===== src/rtl/core/vfss_pkg.sv =====
// shared types and constants of the frame size search unit
`timescale 1ns / 1ps
`default_nettype none

package vfss_pkg;

  localparam int unsigned MAX_W     = 16;
  localparam int unsigned BW_W      = 34;
  localparam int unsigned CHAN_W    = 11;
  localparam int unsigned SBITS_W   = 6;
  localparam int unsigned SS_RAW_W  = 17;  // channel_count * sample_bits
  localparam int unsigned SS_W      = 18;  // complete sample, doubled when complex
  localparam int unsigned RATE_W    = 52;  // channel_count * sample_bits * bandwidth * 2
  localparam int unsigned DIV_W     = 19;  // eight times a 16-bit frame size
  localparam int unsigned MUL_CNT_W = 5;
  localparam int unsigned MOD_CNT_W = 6;
  localparam int unsigned STAT_W    = 2;

  localparam logic [STAT_W-1:0] ST_OK    = 2'd0;
  localparam logic [STAT_W-1:0] ST_SMALL = 2'd1;
  localparam logic [STAT_W-1:0] ST_UNSUP = 2'd2;
  localparam logic [STAT_W-1:0] ST_NONE  = 2'd3;

  typedef struct packed {
    logic [MAX_W-1:0]   max_bytes;
    logic [BW_W-1:0]    bandwidth_hz;
    logic [CHAN_W-1:0]  channel_count;
    logic [SBITS_W-1:0] sample_bits;
    logic               complex_flag;
  } in_t;

  typedef struct packed {
    logic [MAX_W-1:0]  frame_bytes;
    logic [STAT_W-1:0] status;
  } out_t;

  typedef struct packed {
    logic                start;
    logic [BW_W-1:0]     multiplicand;
    logic [SS_RAW_W-1:0] multiplier;
  } mul_req_t;

  typedef struct packed {
    logic              done;
    logic [RATE_W-1:0] rate;
  } mul_rsp_t;

  typedef struct packed {
    logic              start;
    logic [RATE_W-1:0] dividend;
    logic [DIV_W-1:0]  divisor;
  } mod_req_t;

  typedef struct packed {
    logic             done;
    logic [DIV_W-1:0] rem;
  } mod_rsp_t;

endpackage

`default_nettype wire


===== src/rtl/core/vfss_ser_mul.sv =====
// bit-serial shift-add multiplier that forms the doubled bit rate
`timescale 1ns / 1ps
`default_nettype none

module vfss_ser_mul (
  input  wire logic              clk_i,
  input  wire logic              rst_ni,
  input  wire vfss_pkg::mul_req_t req_i,
  output vfss_pkg::mul_rsp_t     rsp_o
);

  logic [vfss_pkg::RATE_W-2:0]    acc_q, acc_d;
  logic [vfss_pkg::RATE_W-2:0]    add_q, add_d;
  logic [vfss_pkg::SS_RAW_W-1:0]  m_q, m_d;
  logic [vfss_pkg::MUL_CNT_W-1:0] cnt_q, cnt_d;
  logic                           done_q, done_d;

  always_comb begin
    acc_d  = acc_q;
    add_d  = add_q;
    m_d    = m_q;
    cnt_d  = cnt_q;
    done_d = 1'b0;
    if (req_i.start) begin
      acc_d = '0;
      add_d = (vfss_pkg::RATE_W-1)'(req_i.multiplicand);
      m_d   = req_i.multiplier;
      cnt_d = vfss_pkg::MUL_CNT_W'(vfss_pkg::SS_RAW_W);
    end else if (cnt_q != '0) begin
      // one multiplier bit per cycle, lsb first
      if (m_q[0]) begin
        acc_d = acc_q + add_q;
      end
      add_d  = add_q << 1;
      m_d    = m_q >> 1;
      cnt_d  = cnt_q - 1'b1;
      done_d = (cnt_q == vfss_pkg::MUL_CNT_W'(1));
    end
  end

  always_ff @(posedge clk_i or negedge rst_ni) begin
    if (!rst_ni) begin
      acc_q  <= '0;
      add_q  <= '0;
      m_q    <= '0;
      cnt_q  <= '0;
      done_q <= 1'b0;
    end else begin
      acc_q  <= acc_d;
      add_q  <= add_d;
      m_q    <= m_d;
      cnt_q  <= cnt_d;
      done_q <= done_d;
    end
  end

  assign rsp_o.done = done_q;
  assign rsp_o.rate = {acc_q, 1'b0};

endmodule

`default_nettype wire


===== src/rtl/core/vfss_ser_mod.sv =====
// bit-serial restoring remainder unit, one dividend bit per cycle
`timescale 1ns / 1ps
`default_nettype none

module vfss_ser_mod (
  input  wire logic              clk_i,
  input  wire logic              rst_ni,
  input  wire vfss_pkg::mod_req_t req_i,
  output vfss_pkg::mod_rsp_t     rsp_o
);

  logic [vfss_pkg::RATE_W-1:0]    div_q, div_d;
  logic [vfss_pkg::DIV_W-1:0]     dvs_q, dvs_d;
  logic [vfss_pkg::DIV_W-1:0]     rem_q, rem_d;
  logic [vfss_pkg::MOD_CNT_W-1:0] cnt_q, cnt_d;
  logic                           done_q, done_d;
  logic [vfss_pkg::DIV_W:0]       shifted;
  logic [vfss_pkg::DIV_W:0]       diff;
  logic                           ge;

  // remainder stays below the divisor, so the shifted value is below twice it
  assign shifted = {rem_q, div_q[vfss_pkg::RATE_W-1]};
  assign ge      = shifted >= {1'b0, dvs_q};
  assign diff    = shifted - {1'b0, dvs_q};

  always_comb begin
    div_d  = div_q;
    dvs_d  = dvs_q;
    rem_d  = rem_q;
    cnt_d  = cnt_q;
    done_d = 1'b0;
    if (req_i.start) begin
      div_d = req_i.dividend;
      dvs_d = req_i.divisor;
      rem_d = '0;
      cnt_d = vfss_pkg::MOD_CNT_W'(vfss_pkg::RATE_W);
    end else if (cnt_q != '0) begin
      div_d  = div_q << 1;
      rem_d  = ge ? diff[vfss_pkg::DIV_W-1:0] : shifted[vfss_pkg::DIV_W-1:0];
      cnt_d  = cnt_q - 1'b1;
      done_d = (cnt_q == vfss_pkg::MOD_CNT_W'(1));
    end
  end

  always_ff @(posedge clk_i or negedge rst_ni) begin
    if (!rst_ni) begin
      div_q  <= '0;
      dvs_q  <= '0;
      rem_q  <= '0;
      cnt_q  <= '0;
      done_q <= 1'b0;
    end else begin
      div_q  <= div_d;
      dvs_q  <= dvs_d;
      rem_q  <= rem_d;
      cnt_q  <= cnt_d;
      done_q <= done_d;
    end
  end

  assign rsp_o.done = done_q;
  assign rsp_o.rem  = rem_q;

endmodule

`default_nettype wire


===== src/rtl/core/vdif_frame_size_search_unit.sv =====
// frame size search: sample checks, serial rate multiply and countdown of candidates
// sequence: an early error goes straight to the result; otherwise a rate multiply, then
//   a limit remainder, then one serial remainder per candidate, up to 8191 candidates
// throughput: one request in flight; the next is taken while a result waits in the
//   output register
// reset: asynchronous active low, returns to idle with no result pending
`timescale 1ns / 1ps
`default_nettype none

module vdif_frame_size_search_unit (
  input  wire logic          clk_i,
  input  wire logic          rst_ni,
  input  wire logic          in_valid_i,
  output logic               in_stall_o,
  input  wire vfss_pkg::in_t in_data_i,
  output logic               out_valid_o,
  input  wire logic          out_stall_i,
  output vfss_pkg::out_t     out_data_o
);

  typedef enum logic [2:0] {
    S_IDLE,
    S_CHECK,
    S_RATE,
    S_SIZE,
    S_TEST,
    S_WAIT,
    S_DONE
  } state_e;

  state_e                        state_q;
  vfss_pkg::in_t                 in_q;
  logic [vfss_pkg::SS_RAW_W-1:0] raw_q;
  logic [vfss_pkg::SS_W-1:0]     ss_q;
  logic [vfss_pkg::MAX_W-1:0]    block_q;
  logic [vfss_pkg::MAX_W-1:0]    size_q;
  logic [vfss_pkg::RATE_W-1:0]   rate_q;
  vfss_pkg::out_t                res_q;
  vfss_pkg::out_t                out_q;
  logic                          out_valid_q;
  vfss_pkg::mul_req_t            mul_req_q;
  vfss_pkg::mul_rsp_t            mul_rsp;
  vfss_pkg::mod_req_t            mod_req_q;
  vfss_pkg::mod_rsp_t            mod_rsp;

  logic [vfss_pkg::SS_RAW_W-1:0] raw_in;
  logic [vfss_pkg::SS_W-1:0]     blk_w;
  logic                          unsup;
  logic                          chk_ok;
  logic                          mul_go;
  logic                          mod_go;

  assign raw_in = vfss_pkg::SS_RAW_W'(in_data_i.channel_count)
                * vfss_pkg::SS_RAW_W'(in_data_i.sample_bits);

  // sample block and support check
  always_comb begin
    blk_w = ss_q;
    unsup = 1'b0;
    if (ss_q == '0) begin
      unsup = 1'b1;
    end else if (ss_q < vfss_pkg::SS_W'(64)) begin
      // under 64 bits it must divide 64, i.e. be a power of two
      unsup = ($countones(ss_q[5:0]) != 1);
      blk_w = vfss_pkg::SS_W'(8);
    end else begin
      unsup = (ss_q[5:0] != '0);
    end
  end

  assign chk_ok = (in_q.max_bytes >= vfss_pkg::MAX_W'(8)) && !unsup
                && (vfss_pkg::SS_W'(in_q.max_bytes) >= blk_w);

  // one-cycle start pulses for the serial units
  assign mul_go = (state_q == S_CHECK) && chk_ok;
  assign mod_go = ((state_q == S_RATE) && mul_rsp.done)
                || ((state_q == S_TEST) && (size_q != '0));

  always_ff @(posedge clk_i or negedge rst_ni) begin
    if (!rst_ni) begin
      state_q     <= S_IDLE;
      in_q        <= '0;
      raw_q       <= '0;
      ss_q        <= '0;
      block_q     <= '0;
      size_q      <= '0;
      rate_q      <= '0;
      res_q       <= '0;
      out_q       <= '0;
      out_valid_q <= 1'b0;
      mul_req_q   <= '0;
      mod_req_q   <= '0;
    end else begin
      mul_req_q.start <= mul_go;
      mod_req_q.start <= mod_go;
      if (out_valid_q && !out_stall_i && (state_q != S_DONE)) begin
        out_valid_q <= 1'b0;
      end
      case (state_q)
        S_IDLE: begin
          if (in_valid_i) begin
            in_q    <= in_data_i;
            raw_q   <= raw_in;
            ss_q    <= in_data_i.complex_flag ? {raw_in, 1'b0} : {1'b0, raw_in};
            state_q <= S_CHECK;
          end
        end
        S_CHECK: begin
          if (in_q.max_bytes < vfss_pkg::MAX_W'(8)) begin
            res_q   <= '{frame_bytes: '0, status: vfss_pkg::ST_SMALL};
            state_q <= S_DONE;
          end else if (unsup) begin
            res_q   <= '{frame_bytes: '0, status: vfss_pkg::ST_UNSUP};
            state_q <= S_DONE;
          end else if (vfss_pkg::SS_W'(in_q.max_bytes) < blk_w) begin
            res_q   <= '{frame_bytes: '0, status: vfss_pkg::ST_SMALL};
            state_q <= S_DONE;
          end else begin
            block_q                <= blk_w[vfss_pkg::MAX_W-1:0];
            mul_req_q.multiplicand <= in_q.bandwidth_hz;
            mul_req_q.multiplier   <= raw_q;
            state_q                <= S_RATE;
          end
        end
        S_RATE: begin
          if (mul_rsp.done) begin
            rate_q             <= mul_rsp.rate;
            // first candidate: limit rounded down to a block multiple
            mod_req_q.dividend <= vfss_pkg::RATE_W'(in_q.max_bytes);
            mod_req_q.divisor  <= vfss_pkg::DIV_W'(block_q);
            state_q            <= S_SIZE;
          end
        end
        S_SIZE: begin
          if (mod_rsp.done) begin
            size_q  <= in_q.max_bytes - mod_rsp.rem[vfss_pkg::MAX_W-1:0];
            state_q <= S_TEST;
          end
        end
        S_TEST: begin
          if (size_q == '0) begin
            res_q   <= '{frame_bytes: '0, status: vfss_pkg::ST_NONE};
            state_q <= S_DONE;
          end else begin
            mod_req_q.dividend <= rate_q;
            mod_req_q.divisor  <= {size_q, 3'b000};
            state_q            <= S_WAIT;
          end
        end
        S_WAIT: begin
          if (mod_rsp.done) begin
            if (mod_rsp.rem == '0) begin
              res_q   <= '{frame_bytes: size_q, status: vfss_pkg::ST_OK};
              state_q <= S_DONE;
            end else begin
              size_q  <= size_q - block_q;
              state_q <= S_TEST;
            end
          end
        end
        S_DONE: begin
          if (!out_valid_q || !out_stall_i) begin
            out_q       <= res_q;
            out_valid_q <= 1'b1;
            state_q     <= S_IDLE;
          end
        end
        default: begin
          state_q <= S_IDLE;
        end
      endcase
    end
  end

  vfss_ser_mul u_mul (
    .clk_i  (clk_i),
    .rst_ni (rst_ni),
    .req_i  (mul_req_q),
    .rsp_o  (mul_rsp)
  );

  vfss_ser_mod u_mod (
    .clk_i  (clk_i),
    .rst_ni (rst_ni),
    .req_i  (mod_req_q),
    .rsp_o  (mod_rsp)
  );

  assign in_stall_o  = (state_q != S_IDLE);
  assign out_valid_o = out_valid_q;
  assign out_data_o  = out_q;

endmodule

`default_nettype wire

===== config.mk =====
export PLATFORM = sky130hd
export DESIGN_NAME = vdif_frame_size_search_unit
export DESIGN_NICKNAME = d
export VERILOG_FILES = /design/src/rtl/core/vfss_pkg.sv /design/src/rtl/core/vfss_ser_mul.sv /design/src/rtl/core/vfss_ser_mod.sv /design/src/rtl/core/vdif_frame_size_search_unit.sv
export SDC_FILE = /design/constraint.sdc
export NUM_CORES = 1
export LEC_CHECK = 0
export BUFFER_PORTS_ARGS = -buffer_cell sky130_fd_sc_hd__buf_2
export CORE_MARGIN = 1.5
export CORE_UTILIZATION = 30
export CTS_CLUSTER_SIZE = 28
export DETAILED_ROUTE_END_ITERATION = 6
export GPL_ROUTABILITY_DRIVEN = 0
export GPL_TIMING_DRIVEN = 0
export PLACE_DENSITY = 0.42
export SKIP_CTS_REPAIR_TIMING = 1
export SLEW_MARGIN = 5
export SYNTH_ARGS = -nofsm -noshare
export SYNTH_HDL_FRONTEND = slang
export SYNTH_SLANG_ARGS = --single-unit

===== constraint.sdc =====
create_clock -name clk_i -period 4.3 [get_ports clk_i]
set_clock_uncertainty 0.1 [all_clocks]
set_input_delay 0.43 -clock clk_i [delete_from_list [all_inputs] [get_ports clk_i]]
set_output_delay 0.43 -clock clk_i [all_outputs]
set_load 0.05 [all_outputs]

==> results.md <==
- Critical Path End Type: flop
- Critical path launch point type: primary input
- Final setup vio count: 0
- Hold_ws: 145.6 ps
- Leak pwr: 17.46 nW
- Number of CTS-inserted buffers: 69
- Max_slew headroom: 0.1985
- Post-DR vias/cell: 4.859
- Die width: 321.0 um
- Cell taking the most area after synthesis: dfrtp_1
- Nets@finish: 3785
- Count of cell types in the netlist: 76
- Worst r2r src: ss_q[16]
- Global-route wire length before repair: 144800 um
- Core Box Area: 100100 sq um
- # placed instances: 4695
- Fin. max-slew vios: 0
- Crit path arrival time: 4500 ps
- Congestion Overflow GR: 0
- Clock sinks: 554
- Worst reg2reg setup slack: 240 ps
- DR vias: 23660
- Final hold violation count: 0
- Pwr Total: 12.23 mW
- DRT Wirelength: 92610 um
- Async SR Flop Fraction: 1.000
- DRT iter0 DRCs: 1372
- Post-route insts no fill: 4868
- Area Overhead vs Synth: 17.36%
- Synth area leaders: dfrtp_1 46%, nand2_1 10%, ha_1 6.1%, mux2i_1 4.6%, o21ai_0 4.4%
- Peak supply drop: 0.2516 mV
- Layout cells sized above 1: 0.09218
- Cells after Synth: 3300
- Synth top cells by count: 824 x nand2_1, 554 x dfrtp_1, 265 x o21ai_0
- Crit path max fanout: 10
- DP Wirelength: 69570 um
- Vias in the first global route: 23640
- Total iterations of the first detailed-routing run: 7
- Final ANT Viol Nets: 0
- Worst Setup EP: ss_q[13]
- Share of the synthesized area in the top cell type: 0.4569
- Initial Util: 0.3030
- Multi-input gate area: 15380 sq um
- Tot GR Track Use: 0.1805
- Depth of the worst register-to-register path: 16
- Primary FF master, synth: dfrtp_1
- R2R Path End: mul_req_q[47]
- H-tree Lvls: 3
- Util after Layout: 0.3556
- Remaining DRCs: 0
- Worst setup startpoint: in_data_i[3]
- Row count: 116
- Crit path time final: 4125 ps
- Clock root cell: clkbuf_16
- Port bufs: 91
- Worst-Margin Slew: 1199 ps
- Syn Nets: 3564
- HP Class: primary input to flop
- CTS tree: done
- Yosys Warn Count: 0
- #FFs+latches synth: 554
- Seq. cell area: 13860 sq um
- Clk Latency, worst-skew pair: 620 ps
- Required @ worst endpoint: 4670 ps
- Pwr Density: 343.5 nW/um^2
- Fmax: 0.2424 GHz
- Post-Syn Area: 30340 sq um
- Layout fillers: 10450
- Top-count cell post-synth: nand2_1
- Worst-path clk slew: 60 ps
- Clk buf depth: 3
- Register area share after synthesis: 0.4569
- Syn_area_per_cell: 9.194 sq um
- CP Class: primary input to flop
- WL/cell: 19.03 um
- I/O Pins: 92
- Antenna violations before repair: 2
- Largest net degree at the start of global routing: 112
- Tcrit/Tclk final: 0.9593
- Number of flops mapped to enable cells by yosys: 0
- Die Area: 103100 sq um
- Die Ht: 321.0 um
- Status: completed
- Total of max-cap violations: 0
## sequential cells by signal (all words and copies together) (netlist names)
name and cells:
mod_req_q 72, u_mod.rem_q 19, u_mod.cnt_q 6, state_q 3
res_q 18, block_q 16, u_mul.done_q 1, out_valid_o 1
mul_req_q 52, u_mul.m_q 17, rate_q 51, u_mul.add_q 51
size_q 16, raw_q 17, u_mul.acc_q 51, u_mod.done_q 1
u_mul.cnt_q 5, u_mod.dvs_q 19, in_q 50, ss_q 18
out_data_o 18, u_mod.div_q 52
## kinds of logic (layout without fill, tap and decap cells)
logic type / count (synthesis) / after routing / share of synthesized area
mux: 215 / 215 / 0.07600
other cells: 0 / 1 / 0
buf+inv: 321 / 590 / 0.04066
compound gates: 684 / 684 / 0.1364
simple gates: 1255 / 1255 / 0.1772
fa+ha+maj: 192 / 192 / 0.09006
xor+xnor: 79 / 79 / 0.02280
flops: 554 / 554 / 0.4569
## through the flow
step / TNS [ps] / instance area (sq um) / setup WS (ps)
floorplan: -65.48 / 30440 / -65.48
global placement: -5457870 / 32520 / -9952
detailed placement: -24190 / 32700 / -665.0
CTS: -16740 / 35000 / -327.2
global route: -46.39 / 35610 / -36.59
finish: 0 / 35610 / 175.0
## worst max-delay path: stages
cell	delay (ps)
buf_2	110
buf_8	130
nand2_1	80
fa_1	530
inv_1	40
ha_1	270
inv_1	50
fa_1	540
inv_1	70
ha_1	290
a21o_1	190
a21oi_2	150
nor2b_1	60
o21a_1	210
o41ai_4	470
buf_4	180
a2bb2oi_1	160
a21oi_1	180
a211oi_2	290
a21oi_1	70
## per-layer routing
metal  vias up  track usage  share of wire
met5         -            0              0
li1      11770            -              -
met3        83      0.02317          0.035
met2       368       0.2851           0.45
met4         0      0.03249          0.012
met1     11430       0.2648           0.50
## placed cells by master (no fill, tap or decap), types with 16 or more instances in the layout
cell,instances
fa_1,43
dfrtp_1,554
dlygate4sd3_1,52
nand4_1,22
nand2b_1,17
nor3_1,41
buf_1,22
nor2_1,128
buf_2,93
a22o_1,17
xor2_1,37
nand2_1,824
nor4_1,20
mux2_2,59
a21o_1,54
a211oi_1,34
inv_1,143
and2_1,36
mux2i_1,140
clkbuf_1,152
nand3_1,91
ha_1,146
clkbuf_16,69
xnor2_1,41
a21oi_1,162
o21ai_0,264
mux2_4,16
a31oi_1,24
## report_power, final
part / leakage, nW / switching [mW] / internal [mW] / total, mW
clock network: 1.13 / 2.38 / 3.55 / 5.93
logic: 8.65 / 0.661 / 0.427 / 1.09
registers: 7.68 / 0.0000000000000000361 / 5.22 / 5.22
## worst min-delay path by stage
stage	slack, ps	depth (start not counted)	startpoint	to
floorplan	30	0	rst_ni	block_q[0]
global placement	350	2	rate_q[27]	mod_req_q[46]
detailed placement	290	1	rst_ni	ss_q[14]
CTS	-390	1	rst_ni	raw_q[0]
global route	160	3	in_data_i[7]	raw_q[0]
finish	150	3	in_data_i[7]	raw_q[0]
## layout make-up
class,count,area share
tap,1298,0.04561
inverter,145,0.01528
clock inverter,24,0.009698
timing repair buffer,154,0.03338
multi-input combinational,2425,0.4320
clock buffer,95,0.05488
sequential,554,0.3893
buffer,172,0.01971
antenna,1,0.00007027
Note: power is estimated with default switching activity, not from simulation.
